## config.mk

```make
export PLATFORM = sky130hd
export DESIGN_NAME = temperature_to_lcd_writer_flat
export DESIGN_NICKNAME = d
export VERILOG_FILES = /design/src/rtl/tlw_pkg.sv /design/src/rtl/tlw_if.sv /design/src/rtl/temperature_to_lcd_writer.sv /design/src/rtl/tlw_ctrl.sv /design/src/rtl/tlw_datapath.sv /design/src/flat_wrapper.sv
export VERILOG_INCLUDE_DIRS = /design/src /design/src/rtl
export SDC_FILE = /design/constraint.sdc
export NUM_CORES = 1
export LEC_CHECK = 0
export BUFFER_PORTS_ARGS = -buffer_cell sky130_fd_sc_hd__buf_4
export CORE_MARGIN = 2
export CORE_UTILIZATION = 30
export CTS_CLUSTER_SIZE = 40
export DETAILED_ROUTE_END_ITERATION = 6
export GPL_ROUTABILITY_DRIVEN = 0
export PLACE_DENSITY = 0.56
export SYNTH_ARGS = -nofsm -noshare
export SYNTH_HDL_FRONTEND = slang
export SYNTH_SLANG_ARGS = --single-unit
```

## constraint.sdc

```tcl
create_clock -name i_clk -period 6 [get_ports i_clk]
set_input_delay 0.9 -clock i_clk [delete_from_list [all_inputs] [get_ports i_clk]]
set_output_delay 0.9 -clock i_clk [all_outputs]
set_load 0.05 [all_outputs]
```

## src/rtl/temperature_to_lcd_writer_defines.svh

```systemverilog
// Assertion macros for the LCD readout RTL; included by tlw_datapath.
// Depends on nothing; the including module supplies i_clk and i_rst_n.
`ifndef TEMPERATURE_TO_LCD_WRITER_DEFINES_SVH
`define TEMPERATURE_TO_LCD_WRITER_DEFINES_SVH

// Same-cycle implication, checked out of reset.
`define TLW_ASSERT_IMP(lbl, ante, cons, msg) \
    lbl: assert property (@(posedge i_clk) disable iff (!i_rst_n) (ante) |-> (cons)) \
        else $error(msg);

// Next-cycle implication, checked out of reset.
`define TLW_ASSERT_NXT(lbl, ante, cons, msg) \
    lbl: assert property (@(posedge i_clk) disable iff (!i_rst_n) (ante) |=> (cons)) \
        else $error(msg);

`endif

```

## src/rtl/tlw_pkg.sv

```systemverilog
// Shared constants, types and the digit table for the LCD readout block.
// No dependencies.
`default_nettype none

package tlw_pkg;

    localparam int SAMPLE_BITS_DEF = 10;
    localparam int MAX_DIGITS      = 5;
    localparam int NDIG_W          = $clog2(MAX_DIGITS + 1);
    localparam int WIDX_W          = $clog2(MAX_DIGITS + 2);

    localparam logic [7:0]  LINE_TWO_CMD = 8'hC0;
    localparam logic [7:0]  NIBBLE_MASK  = 8'hF0;
    localparam logic [7:0]  SPACE_CHAR   = 8'h20;

    // x/10 == (x * 52429) >> 19 for x below 43698
    localparam logic [15:0] RECIP_10  = 16'd52429;
    localparam int          DIV_SHIFT = 19;

    localparam logic [0:0]  REG_FOUR_BIT_BUS = 1'b0;
    localparam logic        RS_INSTR = 1'b0;
    localparam logic        RS_DATA  = 1'b1;

    typedef struct packed {
        logic load;
        logic div_step;
        logic emit;
    } t_cmd;

    typedef struct packed {
        logic div_done;
        logic out_free;
        logic emit_last;
    } t_status;

    function automatic logic [7:0] digit_char(input logic [3:0] d);
        logic [7:0] c;
        case (d)
            4'd0:    c = "0";
            4'd1:    c = "1";
            4'd2:    c = "2";
            4'd3:    c = "3";
            4'd4:    c = "4";
            4'd5:    c = "5";
            4'd6:    c = "6";
            4'd7:    c = "7";
            4'd8:    c = "8";
            4'd9:    c = "9";
            default: c = SPACE_CHAR;
        endcase
        return c;
    endfunction

endpackage

`default_nettype wire

```

## src/rtl/tlw_if.sv

```systemverilog
// Valid/ready channel interfaces: converter samples in, LCD bus transfers out.
// Depends on tlw_pkg.
`default_nettype none

interface tlw_sample_if #(parameter int SAMPLE_BITS = tlw_pkg::SAMPLE_BITS_DEF);
    logic                   valid;
    logic                   ready;
    logic [SAMPLE_BITS-1:0] adc_sample;

    modport source (output valid, output adc_sample, input ready);
    modport sink   (input valid, input adc_sample, output ready);
endinterface

interface tlw_xfer_if;
    logic       valid;
    logic       ready;
    logic       reg_select;
    logic [7:0] bus_value;
    logic       last;

    modport source (output valid, output reg_select, output bus_value, output last,
                    input ready);
    modport sink   (input valid, input reg_select, input bus_value, input last,
                    output ready);
endinterface

`default_nettype wire

```

## src/rtl/temperature_to_lcd_writer.sv

```systemverilog
// After a sample is taken, conversion makes one decimal digit per cycle (1..3 for 10-bit
//   samples, 5 at most), then transfers leave one per cycle while the receiver is ready:
//   2 + digits writes, doubled on a 4-bit bus.
// Samples are taken one at a time: a new one waits until the last one's transfers are
//   issued, as the divide-by-ten step and the single output register are shared.
// Reset (i_rst_n, synchronous, active low): sequencer idle, output empty, 8-bit bus.
`default_nettype none

module temperature_to_lcd_writer #(
    parameter int SAMPLE_BITS = tlw_pkg::SAMPLE_BITS_DEF
) (
    input  wire logic       i_clk,
    input  wire logic       i_rst_n,
    tlw_sample_if.sink      i_sample,
    tlw_xfer_if.source      o_xfer,
    input  wire logic       psel,
    input  wire logic       penable,
    input  wire logic       pwrite,
    input  wire logic [2:0] paddr,
    input  wire logic [31:0] pwdata,
    output logic [31:0]     prdata,
    output logic            pready
);

    logic             r_four_bit;
    tlw_pkg::t_cmd    w_cmd;
    tlw_pkg::t_status w_status;
    logic             w_reg_hit;

    // register index is paddr / 4
    assign w_reg_hit = (paddr[2:2] == tlw_pkg::REG_FOUR_BIT_BUS);
    assign pready    = 1'b1;
    assign prdata    = w_reg_hit ? {31'b0, r_four_bit} : 32'b0;

    always_ff @(posedge i_clk) begin
        if (!i_rst_n) begin
            r_four_bit <= 1'b0;
        end else if (psel && penable && pwrite && pready && w_reg_hit) begin
            r_four_bit <= pwdata[0];
        end
    end

    tlw_ctrl u_ctrl (
        .i_clk      (i_clk),
        .i_rst_n    (i_rst_n),
        .i_in_valid (i_sample.valid),
        .o_in_ready (i_sample.ready),
        .i_status   (w_status),
        .o_cmd      (w_cmd)
    );

    tlw_datapath #(
        .SAMPLE_BITS (SAMPLE_BITS)
    ) u_datapath (
        .i_clk        (i_clk),
        .i_rst_n      (i_rst_n),
        .i_sample     (i_sample.adc_sample),
        .i_four_bit   (r_four_bit),
        .i_cmd        (w_cmd),
        .o_status     (w_status),
        .o_valid      (o_xfer.valid),
        .i_ready      (o_xfer.ready),
        .o_reg_select (o_xfer.reg_select),
        .o_bus_value  (o_xfer.bus_value),
        .o_last       (o_xfer.last)
    );

endmodule

`default_nettype wire

```

## src/rtl/tlw_ctrl.sv

```systemverilog
// Sequencer for the readout: accept, digit conversion loop, transfer emission.
// Depends on tlw_pkg.
`default_nettype none

module tlw_ctrl (
    input  wire logic            i_clk,
    input  wire logic            i_rst_n,
    input  wire logic            i_in_valid,
    output logic                 o_in_ready,
    input  wire tlw_pkg::t_status i_status,
    output tlw_pkg::t_cmd        o_cmd
);

    localparam logic [1:0] ST_IDLE = 2'd0;
    localparam logic [1:0] ST_CONV = 2'd1;
    localparam logic [1:0] ST_EMIT = 2'd2;

    logic [1:0] r_state;
    logic [1:0] n_state;

    assign o_in_ready = (r_state == ST_IDLE);

    always_comb begin
        n_state        = r_state;
        o_cmd.load     = 1'b0;
        o_cmd.div_step = 1'b0;
        o_cmd.emit     = 1'b0;
        case (r_state)
            ST_IDLE: begin
                if (i_in_valid) begin
                    o_cmd.load = 1'b1;
                    n_state    = ST_CONV;
                end
            end
            ST_CONV: begin
                o_cmd.div_step = 1'b1;
                if (i_status.div_done) begin
                    n_state = ST_EMIT;
                end
            end
            ST_EMIT: begin
                o_cmd.emit = i_status.out_free;
                if (i_status.out_free && i_status.emit_last) begin
                    n_state = ST_IDLE;
                end
            end
            default: begin
                n_state = ST_IDLE;
            end
        endcase
    end

    always_ff @(posedge i_clk) begin
        if (!i_rst_n) begin
            r_state <= ST_IDLE;
        end else begin
            r_state <= n_state;
        end
    end

endmodule

`default_nettype wire

```

## src/rtl/tlw_datapath.sv

```systemverilog
// Datapath: degree register, divide-by-ten step, digit store, transfer
// formatting and the output register. Depends on tlw_pkg and the macro header.
`default_nettype none
`include "temperature_to_lcd_writer_defines.svh"

module tlw_datapath #(
    parameter int SAMPLE_BITS = tlw_pkg::SAMPLE_BITS_DEF
) (
    input  wire logic                   i_clk,
    input  wire logic                   i_rst_n,
    input  wire logic [SAMPLE_BITS-1:0] i_sample,
    input  wire logic                   i_four_bit,
    input  wire tlw_pkg::t_cmd          i_cmd,
    output tlw_pkg::t_status            o_status,
    output logic                        o_valid,
    input  wire logic                   i_ready,
    output logic                        o_reg_select,
    output logic [7:0]                  o_bus_value,
    output logic                        o_last
);

    localparam int DEG_W  = SAMPLE_BITS - 1;
    localparam int NDIG_W = tlw_pkg::NDIG_W;
    localparam int WIDX_W = tlw_pkg::WIDX_W;
    localparam logic [NDIG_W-1:0] DIG_LIMIT = NDIG_W'(tlw_pkg::MAX_DIGITS);

    logic [DEG_W-1:0]  r_value;
    logic [NDIG_W-1:0] r_ndig;
    logic [3:0]        r_digits [tlw_pkg::MAX_DIGITS];
    logic [WIDX_W-1:0] r_widx;
    logic              r_half;
    logic              r_out_valid;
    logic              r_out_rs;
    logic [7:0]        r_out_bus;
    logic              r_out_last;

    // one divide-by-ten step
    logic [DEG_W+15:0] w_prod;
    logic [DEG_W-1:0]  w_q;
    logic [DEG_W+3:0]  w_q10;
    logic [3:0]        w_rem;

    assign w_prod = (DEG_W+16)'(r_value) * (DEG_W+16)'(tlw_pkg::RECIP_10);
    assign w_q    = DEG_W'(w_prod >> tlw_pkg::DIV_SHIFT);
    assign w_q10  = ({4'b0, w_q} << 3) + ({4'b0, w_q} << 1);
    assign w_rem  = 4'({4'b0, r_value} - w_q10);

    // write index: 0 = cursor command, 1..ndig = digits MS first, ndig+1 = space
    logic [WIDX_W-1:0] w_space_idx;
    logic [NDIG_W-1:0] w_dig_sel;
    logic [7:0]        w_byte;
    logic              w_rs;
    logic [7:0]        w_xfer;
    logic              w_final;

    assign w_space_idx = WIDX_W'(r_ndig) + WIDX_W'(1);
    assign w_dig_sel   = r_ndig - NDIG_W'(r_widx);

    always_comb begin
        if (r_widx == '0) begin
            w_rs   = tlw_pkg::RS_INSTR;
            w_byte = tlw_pkg::LINE_TWO_CMD;
        end else if (r_widx == w_space_idx) begin
            w_rs   = tlw_pkg::RS_DATA;
            w_byte = tlw_pkg::SPACE_CHAR;
        end else begin
            w_rs   = tlw_pkg::RS_DATA;
            w_byte = tlw_pkg::digit_char(r_digits[w_dig_sel]);
        end
        if (!i_four_bit) begin
            w_xfer = w_byte;
        end else if (!r_half) begin
            w_xfer = w_byte & tlw_pkg::NIBBLE_MASK;
        end else begin
            w_xfer = {w_byte[3:0], 4'h0};
        end
    end

    assign w_final = (r_widx == w_space_idx) && (!i_four_bit || r_half);

    assign o_status.div_done  = (w_q == '0) ||
                                (r_ndig == NDIG_W'(tlw_pkg::MAX_DIGITS - 1));
    assign o_status.out_free  = !r_out_valid || i_ready;
    assign o_status.emit_last = w_final;

    always_ff @(posedge i_clk) begin
        if (i_cmd.load) begin
            r_value <= i_sample[SAMPLE_BITS-1:1];
            r_ndig  <= '0;
            r_widx  <= '0;
            r_half  <= 1'b0;
        end else if (i_cmd.div_step) begin
            r_digits[r_ndig[NDIG_W-1:0]] <= w_rem;
            r_value <= w_q;
            r_ndig  <= r_ndig + NDIG_W'(1);
        end else if (i_cmd.emit) begin
            if (i_four_bit && !r_half) begin
                r_half <= 1'b1;
            end else begin
                r_half <= 1'b0;
                r_widx <= r_widx + WIDX_W'(1);
            end
        end
    end

    always_ff @(posedge i_clk) begin
        if (!i_rst_n) begin
            r_out_valid <= 1'b0;
        end else if (i_cmd.emit) begin
            r_out_valid <= 1'b1;
        end else if (i_ready) begin
            r_out_valid <= 1'b0;
        end
    end

    always_ff @(posedge i_clk) begin
        if (i_cmd.emit) begin
            r_out_rs   <= w_rs;
            r_out_bus  <= w_xfer;
            r_out_last <= w_final;
        end
    end

    assign o_valid      = r_out_valid;
    assign o_reg_select = r_out_rs;
    assign o_bus_value  = r_out_bus;
    assign o_last       = r_out_last;

    `TLW_ASSERT_IMP(a_emit_into_free, i_cmd.emit, !r_out_valid || i_ready, "output overrun")
    `TLW_ASSERT_IMP(a_cmd_exclusive, i_cmd.load, !i_cmd.emit && !i_cmd.div_step, "cmd overlap")
    `TLW_ASSERT_NXT(a_load_clears, i_cmd.load, r_ndig == '0 && r_widx == '0, "count not cleared")
    `TLW_ASSERT_IMP(a_digit_bound, i_cmd.div_step, r_ndig < DIG_LIMIT, "too many digits")

endmodule

`default_nettype wire

```

## src/flat_wrapper.sv

```systemverilog
// flat-port wrapper written by rule: the top's interface ports become plain ports
module temperature_to_lcd_writer_flat 
#(
    parameter int SAMPLE_BITS = tlw_pkg::SAMPLE_BITS_DEF
)
  (i_clk, i_rst_n, psel, penable, pwrite, paddr, pwdata, prdata, pready, i_sample_valid, i_sample_adc_sample, i_sample_ready, o_xfer_valid, o_xfer_reg_select, o_xfer_bus_value, o_xfer_last, o_xfer_ready);
  tlw_sample_if #(.SAMPLE_BITS(SAMPLE_BITS)) i_sample_i ();
  tlw_xfer_if o_xfer_i ();
  input  wire logic i_clk;
  input  wire logic i_rst_n;
  input  wire logic psel;
  input  wire logic penable;
  input  wire logic pwrite;
  input  wire logic [2:0] paddr;
  input  wire logic [31:0] pwdata;
  output logic [31:0] prdata;
  output logic pready;
  input wire logic [$bits(i_sample_i.valid)-1:0] i_sample_valid;
  input wire logic [$bits(i_sample_i.adc_sample)-1:0] i_sample_adc_sample;
  output wire logic [$bits(i_sample_i.ready)-1:0] i_sample_ready;
  output wire logic [$bits(o_xfer_i.valid)-1:0] o_xfer_valid;
  output wire logic [$bits(o_xfer_i.reg_select)-1:0] o_xfer_reg_select;
  output wire logic [$bits(o_xfer_i.bus_value)-1:0] o_xfer_bus_value;
  output wire logic [$bits(o_xfer_i.last)-1:0] o_xfer_last;
  input wire logic [$bits(o_xfer_i.ready)-1:0] o_xfer_ready;
  assign i_sample_i.valid = i_sample_valid;
  assign i_sample_i.adc_sample = i_sample_adc_sample;
  assign i_sample_ready = i_sample_i.ready;
  assign o_xfer_valid = o_xfer_i.valid;
  assign o_xfer_reg_select = o_xfer_i.reg_select;
  assign o_xfer_bus_value = o_xfer_i.bus_value;
  assign o_xfer_last = o_xfer_i.last;
  assign o_xfer_i.ready = o_xfer_ready;
  temperature_to_lcd_writer #(.SAMPLE_BITS(SAMPLE_BITS)) u_core (.i_clk(i_clk), .i_rst_n(i_rst_n), .i_sample(i_sample_i), .o_xfer(o_xfer_i), .psel(psel), .penable(penable), .pwrite(pwrite), .paddr(paddr), .pwdata(pwdata), .prdata(prdata), .pready(pready));
endmodule
```

# --- Yosys cells after proc, flatten, opt, wreduce, memory -nomap -nowiden ---
# Memory sizes are Yosys's and may differ from the RTL's.
# Index checks and enable logic that the tools add are counted.
totals:
  reg_bits: 30
  latchBits: 0
  ramBits: 20
  rom_bits: 80
  inputBits: 52
  out_inout_bits: 45
  elab_cells: 70
  memories: 2
classes:
  addsub: 5
  mul: 1
  div: 0
  magnitude_cmp: 0
  n_eq_ne: 7
  shift: 0
  n_mux: 22
  bitwise_logic: 3
  n_reduce_logical: 20
mem_list:
  columns: ["name", "words", "width", "rd", "rd_clocked_by_memory_dff", "write_ports", "line", "rtl"]
  rows:
  - ["(name not given)", 16, 5, 1, 0, 0, "tlw_pkg.sv:38", "case (d)"]
  - ["u_core.u_datapath.r_digits", 5, 4, 1, 0, 1, "tlw_datapath.sv:29", "logic [3:0] r_digits [tlw_pkg::MAX_DIGITS];"]
op_table:
  columns: ["cell", "count"]
  rows:
  - ["$mux W8", 4]
  - ["$mul A9 B16 Y25 const B", 1]
  - ["$mux W9", 2]
  - ["$mux W1", 12]
  - ["$logic_not A9 Y1", 1]
  - ["$add A3 B1 Y3 const B", 2]
  - ["$logic_and A1 B1 Y1", 6]
  - ["$mux W2", 3]
  - ["$ne A2 B2 Y1 const B", 3]
  - ["$pmux W2 S3", 1]
  - ["$reduce_and A3 Y1", 2]
  - ["$add A4 B4 Y4", 1]
  - ["$reduce_bool A2 Y1", 2]
  - ["$sub A4 B4 Y4", 1]
  - ["$eq A3 B3 Y1", 1]
  - ["$eq A3 B3 Y1 const B", 1]
  - ["$logic_not A1 Y1", 3]
  - ["$logic_not A3 Y1", 1]
  - ["$logic_or A1 B1 Y1", 3]
  - ["$not A1 Y1", 3]
  - ["$sub A3 B3 Y3", 1]
  - ["$eq A2 B1 Y1 const B", 1]
  - ["$eq A2 B2 Y1 const B", 1]
  - ["$logic_not A2 Y1", 1]
  - ["$reduce_and A2 Y1", 1]

# --- Depth between registers and ports, before layout ---
# Gate-level depths: netlist of the first run.
# An unclocked memory read counts as a cell.
depth:
  depth_word: 7
  mapped_depth: 20
  depth_no_buf: 19

# --- Modules after synthesis ---
# From an unflattened synthesis of the first run, not the netlist that was laid out.
unflattened:
  cells_unflattened: 408
  area_unflattened_um2: 4317.9
by_module_without_submodules:
  columns: ["mod", "n_inst", "cells_each", "area_per_inst_um2", "seq_area_each_um2"]
  rows:
  - ["tlw_datapath", 1, 354, 3881.2, 1331.3]
  - ["temperature_to_lcd_writer", 1, 40, 315.3, 20.0]
  - ["tlw_ctrl", 1, 14, 121.4, 40.0]

# --- Worst setup path before layout of the first run ---
# OpenSTA, ideal clock, no wires.
synth_timing:
  path_kind: "register to register"
  from: "register u_core.u_datapath.r_value[3]"
  to: "memory u_core.u_datapath.r_digits[0][3] (data pin)"
  setup_time_ns: 0.281
  arrival_time_ns: 4.421
  t_required_ns: 5.719
  path_slack_ns: 1.298
  path_stages_with_launch: 19
  path_buffers: 1
  synth_period_minus_slack_ns: 4.702
  cell_sequence: "edfxtp_1 ha_1 fa_1 inv_1 fa_1 fa_1 inv_1 ha_1 clkbuf_1 nand3_1 a2111oi_0 nor2_1 o31a_1 o311a_1 ha_1 nand2_1 nand2_1 xnor2_1 xnor2_1"
synth_between:
  elab_chain_cells: 3
synth_rtl:
  columns: ["element", "line", "rtl"]
  rows:
  - ["start, declared", "tlw_datapath.sv:27", "logic [DEG_W-1:0] r_value;"]
  - ["start signal, assigned", "tlw_datapath.sv:88", "r_value <= i_sample[SAMPLE_BITS-1:1];"]
  - ["start signal, assigned", "tlw_datapath.sv:94", "r_value <= w_q;"]
  - ["$mul A9 B16 Y25", "tlw_datapath.sv:43", "assign w_prod = (DEG_W+16)'(r_value) * (DEG_W+16)'(tlw_pkg::RECIP_10);"]
  - ["$add A4 B4 Y4", "tlw_datapath.sv:45", "assign w_q10 = ({4'b0, w_q} << 3) + ({4'b0, w_q} << 1);"]
  - ["$sub A4 B4 Y4 (*)", "tlw_datapath.sv:46", "assign w_rem = 4'({4'b0, r_value} - w_q10);"]
  - ["named net u_core.u_datapath.w_rem[3]", "tlw_datapath.sv:41", "logic [3:0] w_rem;"]
  - ["end, declared", "tlw_datapath.sv:29", null]
# The timed path passes the listed nets; every way through them passes the cells marked *.

# --- Worst setup path in the final report of the first run ---
layout_timing:
  from: "register u_core.u_datapath.r_value[7]"
  to: "memory u_core.u_datapath.r_digits[1][3] (data pin)"
layout_between:
  elab_chain_cells: 3
layout_rtl:
  columns: ["element", "line"]
  rows:
  - ["$mul A9 B16 Y25", "tlw_datapath.sv:43"]
  - ["$add A4 B4 Y4", "tlw_datapath.sv:45"]
  - ["$sub A4 B4 Y4", "tlw_datapath.sv:46"]
  - ["named net u_core.u_datapath.w_rem[3]", "tlw_datapath.sv:41"]
# The timed path passes the listed nets, and every way through them passes these cells.

==> flow_summary_export.csv, run 1 <==
group,metric,value,unit
cts,clk_pin_slew_worst_paths,0.07,ns
timing,tns,0,ns
status,status,"complete, no violations",
final_layout,fin_util,0.337,
cts,cts_tree,"yes",
timing,worst_pin_slew,0.910,ns
cts,cts.sinks,50,
floorplanning,chipHeight,125,um
logic_synthesis,synth.avg_cell_area,10.2,sq um
final_layout,layout_common_cells,"ha_1 (57), inv_1 (55), edfxtp_1 (39)",
final_layout,syn2layout_area_growth,10.3,%
timing,timing.fmax,0.183,GHz
timing,finClkSkew,0.00307,ns
cts,clk_path_buf_depth,2,
worst_setup_path,crit_buf_inv,4,
logic_synthesis,syn_inst,432,
cts,post-cts-setup-buffer-count,0,
worst_setup_path,worst_path_max_delay_cell,"fa_1",
timing,timing.hold.ws,0.528,ns
worst_setup_path,path_common_cell,"inv_1",
timing,setup_violations,0,
final_layout,fillers,1475,
global_routing,grt.overflow.total,0,
worst_setup_path,crit_type,"reg2reg",
detailed_routing,post-route-drc-count,0,
detailed_routing,vias,3118,
cts,htreeDepth,2,
timing,slew_viol_final,0,
cts,post_cts_resized,0,
worst_setup_path,cp_data_required_time,6.05,ns
logic_synthesis,synth-seq-cells,50,
global_routing,grt_pass1_wl,15300,um
final_layout,drive_above_1_share,0.115,
worst_setup_path,cpLargestDelayFamily,"adder cells",
floorplanning,fp.dieArea,0.0157,sq mm
worst_setup_path,cp.arrival,5.51,ns
floorplanning,initial_core_util,0.306,
global_routing,antenna_found_initial,0,
logic_synthesis,postSynth.asyncResetShare,0,
timing,slew_headroom,0.387,
worst_setup_path,crit_chain,"inv_1, ha_1, inv_1, fa_1, inv_1, fa_1, fa_1, inv_1, ha_1, nand3_1, a2111oi_0, nor2_1, o31a_1, o311a_1, ha_1, nand2_1, nand2_1, xnor2_1, xnor2_1",
detailed_routing,firstDrtPassIters,4,
worst_setup_path,cp_max_fo,8,
detailed_routing,drt-vias-per-instance,4.83,
min_path,hold_class,"reg2reg",
floorplanning,ios,97,
place,numPlacedInstances,637,
place,place_hpwl,7560,um
worst_setup_path,end_kind,"register",
detailed_routing,wirelength,8980,um
detailed_routing,wire_per_inst,13.9,um
cts,worstSkewPairLatency,0.29,ns
floorplanning,core_area,0.0144,sq mm
timing,fin_crit_sh,0.910,
logic_synthesis,synth_ff_type,"edfxtp_1",
global_routing,grt_pass1_vias,3071,
global_routing,grt_max_degree,19,
timing,rsz0062_at_grt,"no",
run,drv_cap,0,
worst_setup_path,crit_path_start_kind,"register",
timing,period_needed,5.46,ns
cts,root_buffer,"clkbuf_16",
final_layout,final_common_cell,"ha_1",
logic_synthesis,synth-edff-count,39,
final_layout,fin_cells,645,
cts,hold_buffers,0,
floorplanning,rows,44,
final_layout,final_nets,593,
worst_setup_path,slowest_delay,0.57,ns
place,port_buffers,30,
cts,cts_buffers,5,
timing,hold_viol,0,
detailed_routing,first_iter_violations,167,
logic_synthesis,synth.distinct_cells,49,
floorplanning,die_w,125,um
logic_synthesis,syn_area,0.00441,sq mm
logic_synthesis,yosysWarnings,0,
logic_synthesis,ys_seq_area_frac,0.315,
global_routing,grt_usage,0.119,
detailed_routing,ant_nets,0,
final_layout,antenna_cells,0,
## through the flow
| step | worst slack (ns) | cell area (sq um) |
|---|---|---|
| 2_1_floorplan | 1.30 | 4520 |
| 3_3_place_gp | 0.690 | 4710 |
| 3_5_place_dp | 0.635 | 4710 |
| 4_1_cts | 0.586 | 4860 |
| 5_1_grt | 0.270 | 4860 |
| 6_report | 0.540 | 4860 |
## cell type report
class	instances	area [sq um]	area share
Clock buffer	5	125	0.0257
Clock inverter	3	28.8	0.00592
Inverter	55	206	0.0424
Multi-Input combinational cell	318	2660	0.546
Sequential cell	50	1390	0.286
Tap cell	184	230	0.0473
Timing Repair Buffer	30	225	0.0463
## synth_stat cells (3+ instances only)
cell / count / share of area
nand2_1: 27 / 0.023
ha_1: 57 / 0.16
and3_1: 7 / 0.0099
nand4b_1: 3 / 0.0060
a21o_1: 4 / 0.0068
mux2i_1: 6 / 0.014
nor4_1: 5 / 0.0071
dfxtp_1: 11 / 0.050
inv_1: 55 / 0.047
mux2_2: 5 / 0.013
xnor2_1: 11 / 0.022
a31oi_1: 8 / 0.011
fa_1: 24 / 0.11
o21ai_0: 14 / 0.016
nor2b_1: 5 / 0.0071
nand3_1: 3 / 0.0034
and4_1: 3 / 0.0060
nor3_1: 7 / 0.0079
buf_4: 32 / 0.054
nand2b_1: 5 / 0.0071
nor2_1: 26 / 0.022
clkbuf_1: 5 / 0.0043
edfxtp_1: 39 / 0.27
and2_1: 4 / 0.0057
a21oi_1: 15 / 0.017
or2_2: 4 / 0.0057
mux4_2: 4 / 0.020
xor2_1: 7 / 0.014
nand4_1: 5 / 0.0071
## per-layer routing
layer,track usage,vias to the layer above,share of wire,wire length [um]
met5,0,-,0,0
met4,0.0340,0,0.018,161
met3,0.0240,15,0.050,450
met2,0.194,92,0.46,4160
met1,0.160,1505,0.47,4210
li1,-,1506,-,-
## sequential cells by signal (all words and copies together) (netlist names)
signal	cells
u_core.u_datapath.o_last	1
u_core.u_datapath.r_value	9
u_core.u_datapath.r_widx	3
u_core.u_datapath.o_reg_select	1
u_core.u_datapath.o_bus_value	8
u_core.u_datapath.o_valid	1
u_core.u_ctrl.r_state	2
u_core.u_datapath.r_ndig	3
u_core.u_datapath.r_digits	20
u_core.r_four_bit	1
u_core.u_datapath.r_half	1
## tightest hold or removal path, cell delays in order (launching register included)
cell and delay [ns]:
dfxtp_1 0.32, nand2b_1 0.09, a21boi_0 0.07
## cells by family (layout without fill, tap and decap cells)
group | Yosys count | in the layout | synth area share
fa+ha+maj | 81 | 81 | 0.271
simple gates | 109 | 109 | 0.127
compound gates | 62 | 62 | 0.0922
buf+inv | 94 | 93 | 0.108
flops | 50 | 50 | 0.315
xor+xnor | 18 | 18 | 0.0357
mux | 16 | 16 | 0.0493
other cells | 2 | 32 | 0.00170
## worst paths after layout
| path | from | end | slack, ns | cells past startpoint |
|---|---|---|---|---|
| worst max-delay path | u_core.u_datapath.r_value[7]$_SDFFCE_PN0P_ | u_core.u_datapath.r_digits[1][3]$_DFFE_PP_ | 0.54 | 19 |
| worst min-delay path | u_core.u_datapath.o_valid$_SDFFE_PN0P_ | u_core.u_datapath.o_valid$_SDFFE_PN0P_ | 0.53 | 2 |
| worst max register to register | u_core.u_datapath.r_value[7]$_SDFFCE_PN0P_ | u_core.u_datapath.r_digits[1][3]$_DFFE_PP_ | 0.54 | 19 |
| worst min register to register | u_core.u_datapath.o_valid$_SDFFE_PN0P_ | u_core.u_datapath.o_valid$_SDFFE_PN0P_ | 0.53 | 2 |
Power of run 1 is not shown: default switching activity piles up to over one toggle a cycle in this logic, so the estimate is an artifact.
==> run 2: changes to the inputs <==
CTS_BUF_LIST = sky130_fd_sc_hd__clkbuf_8   (was not set)
clock period = 5.9 ns   (was 6 ns; I/O delays follow)
==> flow_summary_export.csv, run 2 (same netlist as run 1, synthesis figures left out) <==
group,metric,value,unit
timing,finClkSkew,0.00546,ns
floorplanning,fp.dieArea,0.0157,sq mm
worst_setup_path,cp.arrival,5.53,ns
cts,hold_buffers,0,
worst_setup_path,cp_max_fo,8,
cts,clk_path_buf_depth,2,
final_layout,syn2layout_area_growth,8.99,%
global_routing,grt_use_met1,0.156,
final_layout,fillers,1460,
timing,slew_viol_final,0,
cts,cts_tree,"yes",
cts,htreeDepth,2,
final_layout,largest_reg_flops,20,
run,drv_cap,0,
global_routing,grt.overflow.total,0,
timing,timing.fmax,0.183,GHz
cts,post_cts_resized,0,
floorplanning,ios,97,
cts,post-cts-setup-buffer-count,0,
timing,setup_violations,0,
final_layout,final_nets,593,
floorplanning,initial_core_util,0.306,
cts,clk_pin_slew_worst_paths,0.09,ns
timing,slew_headroom,0.388,
min_path,hold_class,"reg2reg",
detailed_routing,wirelength,9040,um
final_layout,drive_above_1_share,0.115,
detailed_routing,vias,3118,
final_layout,multi_input_area,0.00266,sq mm
timing,fin_crit_sh,0.925,
global_routing,use_met3,0.0210,
cts,cts.sinks,50,
detailed_routing,first_iter_violations,158,
global_routing,top_usage_layer,"met2",
global_routing,grt_usage,0.118,
timing,period_needed,5.46,ns
place,place_hpwl,7590,um
global_routing,grt_max_degree,19,
final_layout,seqCellArea,0.00139,sq mm
detailed_routing,post-route-drc-count,0,
detailed_routing,ant_nets,0,
final_layout,layout_common_cells,"ha_1 (57), inv_1 (55), edfxtp_1 (39)",
detailed_routing,firstDrtPassIters,4,
status,status,"complete, no violations",
global_routing,groute.layer.met2.usage,0.198,
place,port_buffers,30,
worst_setup_path,crit_path_start_kind,"register",
floorplanning,chipHeight,125,um
final_layout,antenna_cells,0,
final_layout,final_common_cell,"ha_1",
floorplanning,rows,44,
timing,hold_viol,0,
cts,root_buffer,"clkbuf_8",
global_routing,grt_pass1_vias,3072,
global_routing,grt_pass1_wl,15200,um
global_routing,antenna_found_initial,0,
timing,tns,0,ns
floorplanning,core_area,0.0144,sq mm
timing,rsz0062_at_grt,"no",
worst_setup_path,cp_data_required_time,5.97,ns
worst_setup_path,crit_type,"reg2reg",
cts,cts_buffers,5,
detailed_routing,drt-vias-per-instance,4.83,
timing,worst_pin_slew,0.905,ns
detailed_routing,wire_per_inst,14.0,um
worst_setup_path,end_kind,"register",
cts,worstSkewPairLatency,0.31,ns
floorplanning,die_w,125,um
[run 2: cell counts in the layout (fill, tap and decap cells not counted)]
No cell type changed its count.
[run 2: area by class of cell]
type,instances,share of cell area
multi-input cells,318,0.553
flip-flops and latches,50,0.289
well taps,184,0.0479
repair buffers,30,0.0468
inverters,55,0.0429
clock buffers,5,0.0143
clock inverters,3,0.00598
[run 2: worst max-delay path: stages, from the launching register on]
cell and delay, ns:
edfxtp_1 0.53, ha_1 0.38, fa_1 0.53, inv_1 0.09, fa_1 0.48, fa_1 0.50, inv_1 0.05, ha_1 0.43
nand3_1 0.11, a2111oi_0 0.49, nor2_1 0.20, a31oi_1 0.23, o311a_1 0.28, ha_1 0.29, nand2_1 0.07, nand2_1 0.06
xnor2_1 0.13, xnor2_1 0.36
[run 2: layer usage]
metal,share of wire,vias to the layer above
met5,0,-
met4,0.015,0
met3,0.045,13
met2,0.47,86
met1,0.47,1509
li1,-,1510
[run 2: final timing paths]
check,startpoint,to,cells after the start,slack (ns)
worst max-delay path,u_core.u_datapath.r_value[3]$_DFFE_PP_,u_core.u_datapath.r_digits[4][3]$_DFFE_PP_,17,0.44
worst min-delay path,u_core.u_datapath.o_valid$_SDFFE_PN0P_,u_core.u_datapath.o_valid$_SDFFE_PN0P_,2,0.53
worst max register to register,u_core.u_datapath.r_value[3]$_DFFE_PP_,u_core.u_datapath.r_digits[4][3]$_DFFE_PP_,17,0.44
worst min register to register,u_core.u_datapath.o_valid$_SDFFE_PN0P_,u_core.u_datapath.o_valid$_SDFFE_PN0P_,2,0.53
[run 2: metrics by stage]
step	util	std cells	hold slack, ns	setup WS, ns	area, sq um
floorplan	-	462	0.481	1.20	4520
global placement	0.327	637	0.518	0.590	4710
detailed placement	0.327	637	0.519	0.554	4710
CTS	0.333	645	0.533	0.486	4810
global route	0.333	645	0.580	0.190	4810
finish	0.333	645	0.531	0.444	4810
Power of run 2 is left out for the same reason.
==> run 3: changes to the inputs <==
CORE_UTILIZATION = 45   (was 30)
PLACE_DENSITY = 0.75   (was 0.56)
==> flow_summary_export.csv, run 3 (same netlist as run 1, synthesis figures left out) <==
group,metric,value,unit
status,status,"complete, no violations",
worst_setup_path,end_kind,"register",
detailed_routing,wirelength,8500,um
worst_setup_path,crit_buf_inv,4,
worst_setup_path,crit_path_start_kind,"register",
worst_setup_path,r2r_start,"u_core.u_datapath.r_value[7]$_SDFFCE_PN0P_",
worst_setup_path,crit_chain,"inv_1, ha_1, inv_1, fa_1, inv_1, fa_1, fa_1, inv_1, ha_1, nand3_1, a2111oi_0, nor2_1, a31oi_1, o311a_1, ha_1, nand2_1, nand2_1, xnor2_1, xnor2_1",
global_routing,grt_usage,0.169,
place,port_buffers,30,
place,placement.setup.worst_slack,0.616,ns
timing,slew_headroom,0.411,
floorplanning,ios,97,
place,placed_area,0.00465,sq mm
worst_setup_path,crit_path_start,"u_core.u_datapath.r_value[7]$_SDFFCE_PN0P_",
floorplanning,die_w,103,um
timing,worst_pin_slew,0.871,ns
cts,clk_pin_slew_worst_paths,0.09,ns
cts,cts_tree,"yes",
final_layout,largest_reg_flops,20,
min_path,hp-start,"u_core.u_datapath.o_valid$_SDFFE_PN0P_",
final_layout,syn2layout_area_growth,7.97,%
final_layout,antenna_cells,0,
global_routing,grt_pass1_vias,3137,
cts,hold_buffers,0,
timing,setup_ws,0.563,ns
timing,rsz0062_at_grt,"no",
timing,period_needed,5.34,ns
final_layout,layout_common_cells,"ha_1 (57), inv_1 (56), edfxtp_1 (39)",
detailed_routing,first_iter_violations,141,
floorplanning,chipHeight,103,um
detailed_routing,post-route-drc-count,0,
cts,htreeDepth,2,
detailed_routing,ant_nets,0,
detailed_routing,wire_per_inst,14.3,um
global_routing,grt_pass1_wl,14200,um
worst_setup_path,cp_max_fo,8,
global_routing,grt_max_degree,16,
timing,setup_violations,0,
cts,root_buffer,"clkbuf_8",
cts,worstSkewPairLatency,0.30,ns
worst_setup_path,cpLargestDelayFamily,"adder cells",
detailed_routing,drt-vias-per-instance,5.28,
detailed_routing,firstDrtPassIters,4,
timing,slew_viol_final,0,
timing,hold_viol,0,
cts,post-cts-setup-buffer-count,0,
cts,cts_buffers,5,
cts,clk_path_buf_depth,2,
floorplanning,fp.dieArea,0.0106,sq mm
floorplanning,rows,36,
worst_setup_path,crit_type,"reg2reg",
timing,finClkSkew,0.0115,ns
global_routing,antenna_found_initial,0,
worst_setup_path,cp.arrival,5.40,ns
min_path,hold_class,"reg2reg",
floorplanning,core_area,0.00964,sq mm
worst_setup_path,cp_data_required_time,5.96,ns
floorplanning,initial_core_util,0.458,
worst_setup_path,slowest_delay,0.57,ns
detailed_routing,vias,3137,
timing,fin_crit_sh,0.905,
global_routing,grt.overflow.total,0,
final_layout,final_nets,593,
run,drv_cap,0,
cts,cts.sinks,50,
final_layout,final_common_cell,"ha_1",
final_layout,fin_area,0.00476,sq mm
final_layout,drive_above_1_share,0.113,
worst_setup_path,path_common_cell,"inv_1",
timing,tns,0,ns
cts,post_cts_resized,0,
worst_setup_path,worst_path_max_delay_cell,"fa_1",
place,place_hpwl,7080,um
timing,timing.fmax,0.187,GHz
==> run 3: worst paths after layout <==
check	end	slack (ns)	cells after the start
max reg2reg	u_core.u_datapath.r_digits[1][3]$_DFFE_PP_	0.56	19
max	u_core.u_datapath.r_digits[1][3]$_DFFE_PP_	0.56	19
min reg2reg	u_core.u_datapath.o_valid$_SDFFE_PN0P_	0.54	2
min	u_core.u_datapath.o_valid$_SDFFE_PN0P_	0.54	2
==> run 3: worst min-delay path: cells and delay by family (launching register included) <==
family          cells  cell delay (ns)
flops               1             0.33
simple gates        1             0.09
compound gates      1             0.08
==> run 3: area by class of cell <==
class                   instances  area (sq um)
multi-input cells             318          2660
flip-flops and latches         50          1390
clock inverters                 2          33.8
fillers                       891          4880
repair buffers                 30           225
inverters                      55           206
clock buffers                   6          82.6
well taps                     133           166
==> run 3: layer usage <==
| metal | GRT usage | wire, um | vias to the layer above |
|---|---|---|---|
| met4 | 0.0557 | 161 | 0 |
| met2 | 0.293 | 4130 | 103 |
| met1 | 0.216 | 3800 | 1518 |
| li1 | - | - | 1501 |
| met3 | 0.0278 | 404 | 15 |
| met5 | 0 | 0 | - |
==> run 3: through the flow <==
| stage | cells | hold WS (ns) | util |
|---|---|---|---|
| 2_1_floorplan | 462 | 0.481 | - |
| 3_3_place_gp | 586 | 0.508 | 0.482 |
| 3_5_place_dp | 586 | 0.529 | 0.482 |
| 4_1_cts | 594 | 0.541 | 0.494 |
| 5_1_grt | 594 | 0.561 | 0.494 |
| 6_report | 594 | 0.538 | 0.494 |
Power of run 3 is left out for the same reason.
